==> src/hw/rtl/xmltok_pkg.sv <==
// Shared types, codes and character helpers for the XML markup tokenizer.
package xmltok_pkg;

	localparam int POSITION_BITS = 16;
	localparam int FIFO_DEPTH = 4;
	localparam int TDATA_BITS = 32;
	localparam int TUSER_BITS = 3;

	typedef enum logic [3:0] {
		MODE_IDLE         = 4'd0,
		MODE_LT           = 4'd1,
		MODE_LT_BANG      = 4'd2,
		MODE_LT_BANG_DASH = 4'd3,
		MODE_COMMENT      = 4'd4,
		MODE_DECL         = 4'd5,
		MODE_PI           = 4'd6,
		MODE_QUOTED       = 4'd7,
		MODE_BARE         = 4'd8
	} mode_t;

	localparam logic [2:0] KIND_LT     = 3'd0;
	localparam logic [2:0] KIND_GT     = 3'd1;
	localparam logic [2:0] KIND_SLASH  = 3'd2;
	localparam logic [2:0] KIND_EQ     = 3'd3;
	localparam logic [2:0] KIND_STRING = 3'd4;
	localparam logic [2:0] KIND_END    = 3'd5;

	localparam logic [7:0] CH_NUL   = 8'h00;
	localparam logic [7:0] CH_TAB   = 8'h09;
	localparam logic [7:0] CH_LF    = 8'h0A;
	localparam logic [7:0] CH_CR    = 8'h0D;
	localparam logic [7:0] CH_SPACE = 8'h20;
	localparam logic [7:0] CH_BANG  = 8'h21;
	localparam logic [7:0] CH_QUOTE = 8'h22;
	localparam logic [7:0] CH_DASH  = 8'h2D;
	localparam logic [7:0] CH_SLASH = 8'h2F;
	localparam logic [7:0] CH_LT    = 8'h3C;
	localparam logic [7:0] CH_EQ    = 8'h3D;
	localparam logic [7:0] CH_GT    = 8'h3E;
	localparam logic [7:0] CH_QMARK = 8'h3F;

	typedef struct packed {
		logic [2:0]  kind;
		logic [15:0] start;
		logic [15:0] length;
		logic        last;
	} token_t;

	typedef struct packed {
		logic [1:0] count;
		token_t     tok0;
		token_t     tok1;
	} push_t;

	function automatic logic is_space(input logic [7:0] c);
		return (c == CH_SPACE) || (c == CH_TAB) || (c == CH_CR) || (c == CH_LF);
	endfunction

	function automatic logic ends_bare(input logic [7:0] c);
		return is_space(c) || (c == CH_LT) || (c == CH_GT) || (c == CH_EQ) ||
			(c == CH_SLASH);
	endfunction

endpackage

==> src/hw/rtl/xmltok_lexer.sv <==
// Input register, lexer mode state and per-byte token decode.
module xmltok_lexer #(
	parameter int POSITION_BITS = xmltok_pkg::POSITION_BITS
) (
	input  logic               clk,
	input  logic               arst_n,
	input  logic               s_tvalid,
	output logic               s_tready,
	input  logic [7:0]         s_tdata,
	output xmltok_pkg::push_t  push,
	input  logic               space_ok
);

	localparam int P = POSITION_BITS;

	logic                    v_s1;
	logic [7:0]              byte_s1;
	logic                    go;
	xmltok_pkg::mode_t       mode_q, nmode;
	logic [P-1:0]            pos_q, npos;
	logic [P-1:0]            begin_q, nbegin;
	logic [1:0]              dash_q, ndash;
	logic [1:0]              cnt;
	logic                    ended;
	logic                    do_idle;
	xmltok_pkg::token_t      t0, t1, tk;
	logic [P-1:0]            pos_inc;
	logic [P-1:0]            str_len;

	function automatic logic [15:0] clamp16(input logic [P-1:0] v);
		logic [P+15:0] wide;
		wide = {16'b0, v};
		if (wide > {{P{1'b0}}, 16'hFFFF})
			return 16'hFFFF;
		return wide[15:0];
	endfunction

	function automatic xmltok_pkg::token_t mk_tok(input logic [2:0] kind,
		input logic [P-1:0] start, input logic [P-1:0] len);
		xmltok_pkg::token_t t;
		t.kind   = kind;
		t.start  = clamp16(start);
		t.length = clamp16(len);
		t.last   = 1'b0;
		return t;
	endfunction

	assign go = v_s1 && space_ok;
	assign s_tready = !v_s1 || go;

	always_ff @(posedge clk or negedge arst_n) begin
		if (!arst_n) begin
			v_s1 <= 1'b0;
		end else if (s_tready) begin
			v_s1 <= s_tvalid;
		end
	end

	always_ff @(posedge clk) begin
		if (s_tvalid && s_tready) begin
			byte_s1 <= s_tdata;
		end
	end

	assign pos_inc = (pos_q == {P{1'b1}}) ? pos_q : pos_q + P'(1);
	assign str_len = (pos_q >= begin_q) ? pos_q - begin_q : '0;

	always_comb begin
		nmode   = mode_q;
		nbegin  = begin_q;
		ndash   = dash_q;
		cnt     = 2'd0;
		ended   = 1'b0;
		do_idle = 1'b0;
		t0      = '0;
		t1      = '0;
		tk      = '0;

		unique case (mode_q)
			xmltok_pkg::MODE_LT: begin
				if (byte_s1 == xmltok_pkg::CH_BANG) begin
					nmode = xmltok_pkg::MODE_LT_BANG;
				end else if (byte_s1 == xmltok_pkg::CH_QMARK) begin
					nmode = xmltok_pkg::MODE_PI;
					ndash = 2'd0;
				end else begin
					t0 = mk_tok(xmltok_pkg::KIND_LT, begin_q, P'(1));
					cnt = 2'd1;
					do_idle = 1'b1;
				end
			end
			xmltok_pkg::MODE_LT_BANG, xmltok_pkg::MODE_LT_BANG_DASH: begin
				if (byte_s1 == xmltok_pkg::CH_NUL) begin
					ended = 1'b1;
				end else if (byte_s1 == xmltok_pkg::CH_GT) begin
					nmode = xmltok_pkg::MODE_IDLE;
				end else if (byte_s1 == xmltok_pkg::CH_DASH) begin
					if (mode_q == xmltok_pkg::MODE_LT_BANG) begin
						nmode = xmltok_pkg::MODE_LT_BANG_DASH;
					end else begin
						nmode = xmltok_pkg::MODE_COMMENT;
						ndash = 2'd0;
					end
				end else begin
					nmode = xmltok_pkg::MODE_DECL;
				end
			end
			xmltok_pkg::MODE_COMMENT: begin
				if (byte_s1 == xmltok_pkg::CH_NUL) begin
					ended = 1'b1;
				end else if (byte_s1 == xmltok_pkg::CH_DASH) begin
					if (dash_q < 2'd2)
						ndash = dash_q + 2'd1;
				end else if (byte_s1 == xmltok_pkg::CH_GT && dash_q >= 2'd2) begin
					nmode = xmltok_pkg::MODE_IDLE;
					ndash = 2'd0;
				end else begin
					ndash = 2'd0;
				end
			end
			xmltok_pkg::MODE_DECL: begin
				if (byte_s1 == xmltok_pkg::CH_NUL) begin
					ended = 1'b1;
				end else if (byte_s1 == xmltok_pkg::CH_GT) begin
					nmode = xmltok_pkg::MODE_IDLE;
				end
			end
			xmltok_pkg::MODE_PI: begin
				if (byte_s1 == xmltok_pkg::CH_NUL) begin
					ended = 1'b1;
				end else if (byte_s1 == xmltok_pkg::CH_QMARK) begin
					ndash = 2'd1;
				end else if (byte_s1 == xmltok_pkg::CH_GT && dash_q != 2'd0) begin
					nmode = xmltok_pkg::MODE_IDLE;
					ndash = 2'd0;
				end else begin
					ndash = 2'd0;
				end
			end
			xmltok_pkg::MODE_QUOTED: begin
				if (byte_s1 == xmltok_pkg::CH_NUL || byte_s1 == xmltok_pkg::CH_QUOTE) begin
					t0 = mk_tok(xmltok_pkg::KIND_STRING, begin_q, str_len);
					cnt = 2'd1;
					nmode = xmltok_pkg::MODE_IDLE;
					ended = (byte_s1 == xmltok_pkg::CH_NUL);
				end
			end
			xmltok_pkg::MODE_BARE: begin
				if (byte_s1 == xmltok_pkg::CH_NUL || xmltok_pkg::ends_bare(byte_s1)) begin
					t0 = mk_tok(xmltok_pkg::KIND_STRING, begin_q, str_len);
					cnt = 2'd1;
					do_idle = 1'b1;
				end
			end
			default: begin
				do_idle = 1'b1;
			end
		endcase

		// between-tokens handling, with any pending token already in slot 0
		if (do_idle) begin
			nmode = xmltok_pkg::MODE_IDLE;
			if (byte_s1 == xmltok_pkg::CH_NUL) begin
				ended = 1'b1;
			end else if (xmltok_pkg::is_space(byte_s1)) begin
				nmode = xmltok_pkg::MODE_IDLE;
			end else if (byte_s1 == xmltok_pkg::CH_LT) begin
				nmode = xmltok_pkg::MODE_LT;
				nbegin = pos_q;
			end else if (byte_s1 == xmltok_pkg::CH_GT) begin
				tk = mk_tok(xmltok_pkg::KIND_GT, pos_q, P'(1));
			end else if (byte_s1 == xmltok_pkg::CH_SLASH) begin
				tk = mk_tok(xmltok_pkg::KIND_SLASH, pos_q, P'(1));
			end else if (byte_s1 == xmltok_pkg::CH_EQ) begin
				tk = mk_tok(xmltok_pkg::KIND_EQ, pos_q, P'(1));
			end else if (byte_s1 == xmltok_pkg::CH_QUOTE) begin
				nmode = xmltok_pkg::MODE_QUOTED;
				nbegin = pos_inc;
			end else begin
				nmode = xmltok_pkg::MODE_BARE;
				nbegin = pos_q;
			end
			if (byte_s1 == xmltok_pkg::CH_GT || byte_s1 == xmltok_pkg::CH_SLASH ||
				byte_s1 == xmltok_pkg::CH_EQ) begin
				if (cnt == 2'd0)
					t0 = tk;
				else
					t1 = tk;
				cnt = cnt + 2'd1;
			end
		end

		// end of text: emit end token and restart
		if (ended) begin
			tk = mk_tok(xmltok_pkg::KIND_END, pos_q, P'(1));
			if (cnt == 2'd0)
				t0 = tk;
			else
				t1 = tk;
			cnt = cnt + 2'd1;
			nmode = xmltok_pkg::MODE_IDLE;
			ndash = 2'd0;
			nbegin = '0;
		end

		if (cnt == 2'd2)
			t1.last = 1'b1;
		else
			t0.last = 1'b1;
	end

	assign npos = ended ? '0 : pos_inc;

	always_ff @(posedge clk or negedge arst_n) begin
		if (!arst_n) begin
			mode_q  <= xmltok_pkg::MODE_IDLE;
			pos_q   <= '0;
			begin_q <= '0;
			dash_q  <= 2'd0;
		end else if (go) begin
			mode_q  <= nmode;
			pos_q   <= npos;
			begin_q <= nbegin;
			dash_q  <= ndash;
		end
	end

	always_comb begin
		push.count = go ? cnt : 2'd0;
		push.tok0  = t0;
		push.tok1  = t1;
	end

	a_pair_last: assert property (@(posedge clk) disable iff (!arst_n)
		(push.count == 2'd2) |-> (!push.tok0.last && push.tok1.last))
		else $error("two-token request must flag only the second as last");

	a_end_restart: assert property (@(posedge clk) disable iff (!arst_n)
		(go && ended) |=> (pos_q == '0 && mode_q == xmltok_pkg::MODE_IDLE))
		else $error("position must restart after end of text");

	a_no_push_full: assert property (@(posedge clk) disable iff (!arst_n)
		!space_ok |-> (push.count == 2'd0))
		else $error("token request while output queue lacks room");

endmodule

==> src/hw/rtl/xmltok_out_fifo.sv <==
// Small token queue between the lexer and the output stream port.
module xmltok_out_fifo (
	input  logic                                  clk,
	input  logic                                  arst_n,
	input  xmltok_pkg::push_t                     push,
	output logic                                  space_ok,
	output logic                                  m_tvalid,
	input  logic                                  m_tready,
	output logic [xmltok_pkg::TDATA_BITS-1:0]     m_tdata,
	output logic [xmltok_pkg::TUSER_BITS-1:0]     m_tuser,
	output logic                                  m_tlast
);

	localparam int D = xmltok_pkg::FIFO_DEPTH;
	localparam int AW = $clog2(D);
	localparam int CW = $clog2(D + 1);

	xmltok_pkg::token_t  mem_q [D];
	logic [AW-1:0]       wp_q, rp_q;
	logic [CW-1:0]       count_q;
	logic                pop;
	xmltok_pkg::token_t  head;

	assign pop = m_tvalid && m_tready;
	assign m_tvalid = (count_q != '0);
	assign space_ok = (count_q <= CW'(D - 2));
	assign head = mem_q[rp_q];
	assign m_tdata = {head.length, head.start};
	assign m_tuser = head.kind;
	assign m_tlast = head.last;

	always_ff @(posedge clk) begin
		if (push.count != 2'd0)
			mem_q[wp_q] <= push.tok0;
		if (push.count == 2'd2)
			mem_q[wp_q + AW'(1)] <= push.tok1;
	end

	always_ff @(posedge clk or negedge arst_n) begin
		if (!arst_n) begin
			wp_q    <= '0;
			rp_q    <= '0;
			count_q <= '0;
		end else begin
			wp_q    <= wp_q + AW'(push.count);
			rp_q    <= rp_q + AW'(pop);
			count_q <= count_q + CW'(push.count) - CW'(pop);
		end
	end

	a_count_bound: assert property (@(posedge clk) disable iff (!arst_n)
		count_q <= CW'(D))
		else $error("token queue count out of range");

	a_no_overflow: assert property (@(posedge clk) disable iff (!arst_n)
		(push.count != 2'd0) |-> ({1'b0, count_q} + (CW + 1)'(push.count) <= (CW + 1)'(D)))
		else $error("token queue overflow");

	a_ptr_track: assert property (@(posedge clk) disable iff (!arst_n)
		(count_q == '0) |-> (wp_q == rp_q))
		else $error("empty queue with mismatched pointers");

endmodule

==> src/hw/rtl/xml_markup_tokenizer.sv <==
// XML markup tokenizer: one text byte in, zero to two token records out.
// Data path: an accepted byte is held in the lexer's input register, decoded there, and its tokens
// are written into the token queue, whose head drives the output port.
// Throughput: one byte per cycle. Input stalls while more than two tokens wait in the
// four-entry token queue, so two-token bytes in a row throttle it.
// Reset (arst_n low, asynchronous): lexer mode between tokens, position zero, queue empty.
module xml_markup_tokenizer #(
	parameter int POSITION_BITS = xmltok_pkg::POSITION_BITS
) (
	input  logic                               clk,
	input  logic                               arst_n,
	input  logic                               s_tvalid,
	output logic                               s_tready,
	input  logic [7:0]                         s_tdata,  // [7:0] text_byte
	output logic                               m_tvalid,
	input  logic                               m_tready,
	output logic [xmltok_pkg::TDATA_BITS-1:0]  m_tdata,  // [15:0] token_start,
	                                                     // [31:16] token_length
	output logic [xmltok_pkg::TUSER_BITS-1:0]  m_tuser,  // [2:0] token_kind
	output logic                               m_tlast   // last_of_run
);

	xmltok_pkg::push_t push;
	logic              space_ok;

	xmltok_lexer #(
		.POSITION_BITS(POSITION_BITS)
	) u_lexer (
		.clk      (clk),
		.arst_n   (arst_n),
		.s_tvalid (s_tvalid),
		.s_tready (s_tready),
		.s_tdata  (s_tdata),
		.push     (push),
		.space_ok (space_ok)
	);

	xmltok_out_fifo u_out_fifo (
		.clk      (clk),
		.arst_n   (arst_n),
		.push     (push),
		.space_ok (space_ok),
		.m_tvalid (m_tvalid),
		.m_tready (m_tready),
		.m_tdata  (m_tdata),
		.m_tuser  (m_tuser),
		.m_tlast  (m_tlast)
	);

endmodule

==> config.mk <==
export PLATFORM = sky130hd
export DESIGN_NAME = xml_markup_tokenizer
export DESIGN_NICKNAME = d
export VERILOG_FILES = /design/src/hw/rtl/xmltok_pkg.sv /design/src/hw/rtl/xmltok_lexer.sv /design/src/hw/rtl/xmltok_out_fifo.sv /design/src/hw/rtl/xml_markup_tokenizer.sv
export SDC_FILE = /design/constraint.sdc
export NUM_CORES = 1
export LEC_CHECK = 0
export BUFFER_PORTS_ARGS = -buffer_cell sky130_fd_sc_hd__buf_2
export CAP_MARGIN = 0
export CELL_PAD_IN_SITES_DETAIL_PLACEMENT = 1
export CELL_PAD_IN_SITES_GLOBAL_PLACEMENT = 1
export CORE_ASPECT_RATIO = 1.5
export CORE_MARGIN = 2
export CORE_UTILIZATION = 45
export DETAILED_ROUTE_END_ITERATION = 6
export PLACE_DENSITY_LB_ADDON = 0.05
export RECOVER_POWER = 25
export SLEW_MARGIN = 20
export SYNTH_ARGS = -nofsm -noshare
export SYNTH_HDL_FRONTEND = slang
export SYNTH_SLANG_ARGS = --single-unit
export TNS_END_PERCENT = 20
==> constraint.sdc <==
create_clock -name clk -period 4.3 [get_ports clk]
set_input_delay 0.215 -clock clk [delete_from_list [all_inputs] [get_ports clk]]
set_output_delay 0.215 -clock clk [all_outputs]
set_load 0.02 [all_outputs]
Yosys cells after proc, flatten, opt, wreduce, memory -nomap -nowiden
Memories as Yosys holds them, arrays and structs flattened. Index checks and enable logic that the tools add are counted.

Memories kept: 1. Bits in read-only memories: 0. Register bits: 54. Word-level logic and storage cells: 200. Output and inout bits: 38. Bits in writable memories: 144. Latch bits: 0.

Memories: u_out_fifo.mem_q (depth 4, bits a word 36, rd ports 1, clocked after Yosys merged registers in 0, wr ports 2, line xmltok_out_fifo.sv:18) `xmltok_pkg::token_t mem_q [D];`.

Bitwise operators: 0. $lt $le $gt $ge: 4. Mux-type cells: 95. Add/subtract/negate cells: 10. Reduce and logical (&&, ||, !) cells: 33. Shifts and indexed selects: 0. Equal/unequal tests: 48. Div/mod/pow operators: 0. Multipliers: 0.

Operators with widths (count): 36-bit 2-to-1 mux (18); 16-bit 2-to-1 mux (12); 36-bit case mux with 3 select lines (1); 4-bit 2-to-1 mux (22); 8-bit by 6-bit == test with 1-bit output (second input constant) (9); 35-bit 2-to-1 mux (1); 33-bit 2-to-1 mux (1); 2-bit 2-to-1 mux (16); 8-bit by 4-bit == test with 1-bit output (second input constant) (3); 4-bit by 2-bit != test with 1-bit output (second input constant) (6); 4-bit case mux with 6 select lines (1); 3-bit by 2-bit != test with 1-bit output (second input constant) (6); 1-bit 2-to-1 mux (17); 16-bit by 1-bit adder with 16-bit output (second input constant) (1); 16-bit == test (second input constant) (1); 4-bit by 3-bit == test with 1-bit output (second input constant) (4); 16-bit >= comparator (1); 4-bit by 1-bit != test with 1-bit output (second input constant) (4); 16-bit subtractor (1); 3-bit by 1-bit != test with 1-bit output (second input constant) (5); 13-bit AND reduction (1); 1-bit logical OR (12); 11-bit AND reduction (1); 2-bit by 1-bit adder with 2-bit output (second input constant) (4); other kinds (31) (42).

Longest topological paths before layout
Depth in word-level cells: 20. Mapped depth: 19. Mapped depth without buffers: 16.

Modules after synthesis
From an unflattened synthesis, not the netlist that was laid out.

Cell total of the unflattened synthesis: 995. Area total of the unflattened synthesis: 12208.0 um^2.

By module, submodules not included: xmltok_out_fifo (area each 7364.6 um^2, cells an instance 389, times used 1); xmltok_lexer (area each 4843.4 um^2, cells an instance 606, times used 1).

Least setup slack after synthesis
OpenSTA, ideal clock, no wires.

Path type: reg-to-reg. Start: register u_lexer.byte_s1[3]. End: memory u_out_fifo.mem_q[3][0] (netlist name) (enable). Required time: 3.959 ns. Data arrival time: 4.436 ns. Slack: -0.477 ns. Library setup time: 0.341 ns. Cell stages (with the launch flop): 19. Path through: edfxtp_1 -> and4bb_4 -> and3b_1 -> and3_4 -> o41a_4 -> nor2_1 -> nand2_1 -> ha_1 -> a21boi_0 -> nor2_1 -> ha_1 -> nor3_2 -> o41ai_1 -> and3_1 -> or2_1 -> buf_4 -> a21oi_2 -> buf_2 -> inv_1.

RTL lines: from (decl) (line xmltok_lexer.sv:17) `logic [7:0] byte_s1;`; from (signal assigned) (line xmltok_lexer.sv:61) `byte_s1 <= s_tdata;`; to (decl) (line xmltok_out_fifo.sv:18).

==> impl_metrics.tcl <==
set metrics [dict create \
    post-dp-hpwl_um 23160 \
    cp-startpoint "u_lexer.byte_s1[5]$_DFFE_PP_" \
    grt_overflow 0 \
    routed_wl_um 33800 \
    ios 50 \
    crit_chain "buf_6, nor4b_4, buf_4, a32oi_2, o31ai_2, o41a_4, nor2_4, nand2_2, ha_4, a21boi_4, nor2_2, ha_1, nor3_4, o41ai_4, and3_4, or2_4, a32o_2, a32o_1" \
    synth_flop_cell "edfxtp_1" \
    internal-power_w 0.003898 \
    setup_ws_ns -0.1008 \
    cts_max_path_buffers 2 \
    relSlewSlack -0.7722 \
    cp_max_fo 8 \
    cts.reportedPaths.clkPinSlew_ns 0.07 \
    violations "max-capacitance violations, max-slew violations, negative setup slack" \
    worstSetupStartpointType "register" \
    seq_power_share 0.359 \
    arrival_ns 4.61 \
    pwr-share-comb 0.405 \
    clock_latency_ns 0.46 \
    drcViolationCount 0 \
    cp_slowest_stage_delay_ns 0.46 \
    fmax_ghz 0.2272 \
    p_leak_nw 4.601 \
    yosysTopAreaCell "edfxtp_1" \
    status "finished, violations left" \
    num_antenna_cells 0 \
    core_um2 23660 \
    min_period_ns 4.401 \
    hold_viol_final 0 \
    fp-row-count 69 \
    vdd_drop_max_uv 316.2 \
    path_class "register to register" \
    setup_violations 32 \
    nets 1081 \
    synthArstFlopShare 0.2323 \
    yosysMostFrequentCell "edfxtp_1" \
    synth_common_cells "edfxtp_1 (92), a32o_1 (71), nand2_1 (67)" \
    num_vias 8718 \
    ant_nets 0 \
    port_buffers 49 \
    hold_class "primary input to register" \
    grt_pass1_vias 9212 \
    wire_per_inst_um 24.60 \
    antenna_found_initial 0 \
    synth_edf_count 92 \
    synth_area_leaders "edfxtp_1 (26%), dfxtp_1 (11%), dfrtp_1 (11%)" \
    layout-drive-gt1-share 0.2303 \
    swShare 0.4054 \
    die_y_um 193.7 \
    synth_fp_nets 999 \
    synth_area_per_cell_um2 11.25 \
    ys_seq_area_frac 0.4736 \
    yosysTopAreaCellShare 0.2558 \
    cts_root_buf "clkbuf_16" \
    tightest_slew_ns 2.658 \
    start_util 0.4566 \
    die-area_um2 25280 \
    cts_max_level 4 \
    slew_violations 75 \
    grt_pass1_wl_um 51640 \
    end_kind "register" \
    vias_per_cell 6.345 \
    gp_congestion 0.8947 \
    rsz0062_at_grt "true" \
    gr-usage-all-layers 0.2699 \
    numCtsBuffers 17 \
    post-route-util 0.5327 \
    critical-path-slowest-cell "edfxtp_1" \
    r2r_start "u_lexer.byte_s1[5]$_DFFE_PP_" \
    grt_max_degree 47 \
    synth_cell_types 81 \
    skew_ns 0.01100 \
    cp_top_family "compound AO/OA/AOI/OAI gates" \
    clock_power_share 0.236 \
    syn_area_um2 10800 \
    fillers 2551 \
    cts_tree "done" \
    syn_to_final_growth_pct 16.67 \
    drt_first_iter_violations 684 \
    worstHoldStart "m_tready" \
    dp_slack_ns -0.09025 \
    synth_cells 960 \
    detail_route.first_pass.iterations 5 \
    post-route-period-util 1.023 \
    crit_required_ns 4.51 \
    cts.sinks 198 \
    ys_warn_count 0 \
    die_w_um 130.5 \
    path_buf_inv 2 \
    cap_violations 2 \
    synth-seq-cells 198 \
    p_sw_w 0.002658 \
    p_per_area_nw_per_um2 520.3 \
]
## flip-flops by register name, indices dropped and copies added, names as in the netlist
name                count
u_lexer.begin_q        16
u_lexer.byte_s1         8
u_lexer.dash_q          2
u_lexer.mode_q          4
u_lexer.pos_q          16
u_lexer.v_s1            1
u_out_fifo.count_q      3
u_out_fifo.mem_q      144
u_out_fifo.rp_q         2
u_out_fifo.wp_q         2
## tightest hold or removal path, delay by kind of cell
family,cells,cell delay [ns]
adders and majority gates,1,0.13
buffers and inverters,1,0.07
and+or+nand+nor,1,0.15
## through the flow
step | area [µm²] | TNS (ns) | hold slack, ns | power, W | instances
finish | 12600 | -1.942 | 0.1569 | 0.006556 | 1374
global route | 12600 | -26.60 | 0.1803 | 0.006895 | 1374
CTS | 12410 | 0 | 0.1572 | 0.006532 | 1359
detailed placement | 11670 | -3.001 | 0.3576 | 0.004955 | 1311
global placement | 11670 | 0 | 0.3526 | 0.004863 | 1311
floorplan | 10890 | -0.05106 | -0.08059 | 0.004047 | 960
## timing repair
item                                    in CTS  in global routing
endpoints found under the setup margin      90                225
hold buffers                                10                  0
cloned                                       3                  0
buffers inserted                             3                 16
pin swaps                                    4                 20
gates resized for setup                      7                 16
endpoints found under the hold margin       55                  0
## final timing paths
kind	depth (start not counted)	to	slack (ns)
max in group asynchronous	3	u_out_fifo.rp_q[1]$_DFF_PN0_	1.36
max reg2reg	18	u_out_fifo.mem_q[3][31]$_DFFE_PP_	-0.10
min	3	u_out_fifo.rp_q[0]$_DFF_PN0_	0.16
max	18	u_out_fifo.mem_q[3][31]$_DFFE_PP_	-0.10
min in group asynchronous	3	u_lexer.pos_q[6]$_DFFE_PN0P_	1.22
min reg2reg	1	u_out_fifo.mem_q[2][7]$_SDFFE_PP0P_	0.47
## cell type report
cell class / count / area [µm²] / area share
Clock buffer: 18 / 429.2 / 0.03406
Clock inverter: 14 / 122.6 / 0.009731
Inverter: 36 / 142.6 / 0.01132
Multi-Input combinational cell: 651 / 5430 / 0.4309
Sequential cell: 198 / 5116 / 0.4060
Tap cell: 319 / 399.1 / 0.03168
Timing Repair Buffer: 138 / 960.9 / 0.07626
## placed cells by master (no fill, tap or decap), types with 6 or more instances in the layout
cell / n
nand3_1: 18
o21ai_0: 40
nor3_1: 15
edfxtp_1: 92
nand2b_1: 12
clkbuf_16: 17
a31oi_1: 10
inv_1: 34
a21o_1: 10
buf_4: 73
dlygate4sd3_1: 10
nor2_1: 53
xor2_1: 14
mux2i_1: 6
o31ai_1: 24
a22o_1: 38
nand4_1: 7
nand2_1: 64
ha_1: 24
mux4_2: 36
and2_1: 9
a32o_1: 69
o2bb2ai_1: 25
buf_2: 47
dfrtp_1: 45
xnor2_1: 16
o22ai_1: 9
a21oi_1: 37
dfxtp_1: 60
## power groups by stage
stage | combinational (W) | clock (W) | sequential (W)
floorplan | 0.00183 | 0 | 0.00222
global placement | 0.00248 | 0 | 0.00238
detailed placement | 0.00256 | 0 | 0.00239
CTS | 0.00261 | 0.00157 | 0.00235
global route | 0.00287 | 0.00164 | 0.00238
finish | 0.00266 | 0.00155 | 0.00235
## logic make-up (layout without fill, tap and decap cells)
group / after synthesis / after routing / synth area share
xor+xnor: 30 / 30 / 0.02433
flops: 198 / 198 / 0.4736
fa+ha+maj: 27 / 27 / 0.03267
buf+inv: 114 / 206 / 0.04483
compound gates: 317 / 320 / 0.2338
mux: 44 / 44 / 0.08272
simple gates: 230 / 230 / 0.1081
## routing by layer
layer  global-route usage  up-vias  part of all wire
met4               0.1044        0             0.028
li1                     -     3949                 -
met5                    0        -                 0
met3              0.04994       57             0.043
met1               0.3157     4459              0.39
met2               0.4815      253              0.54
(Power assumes the default switching activity.)
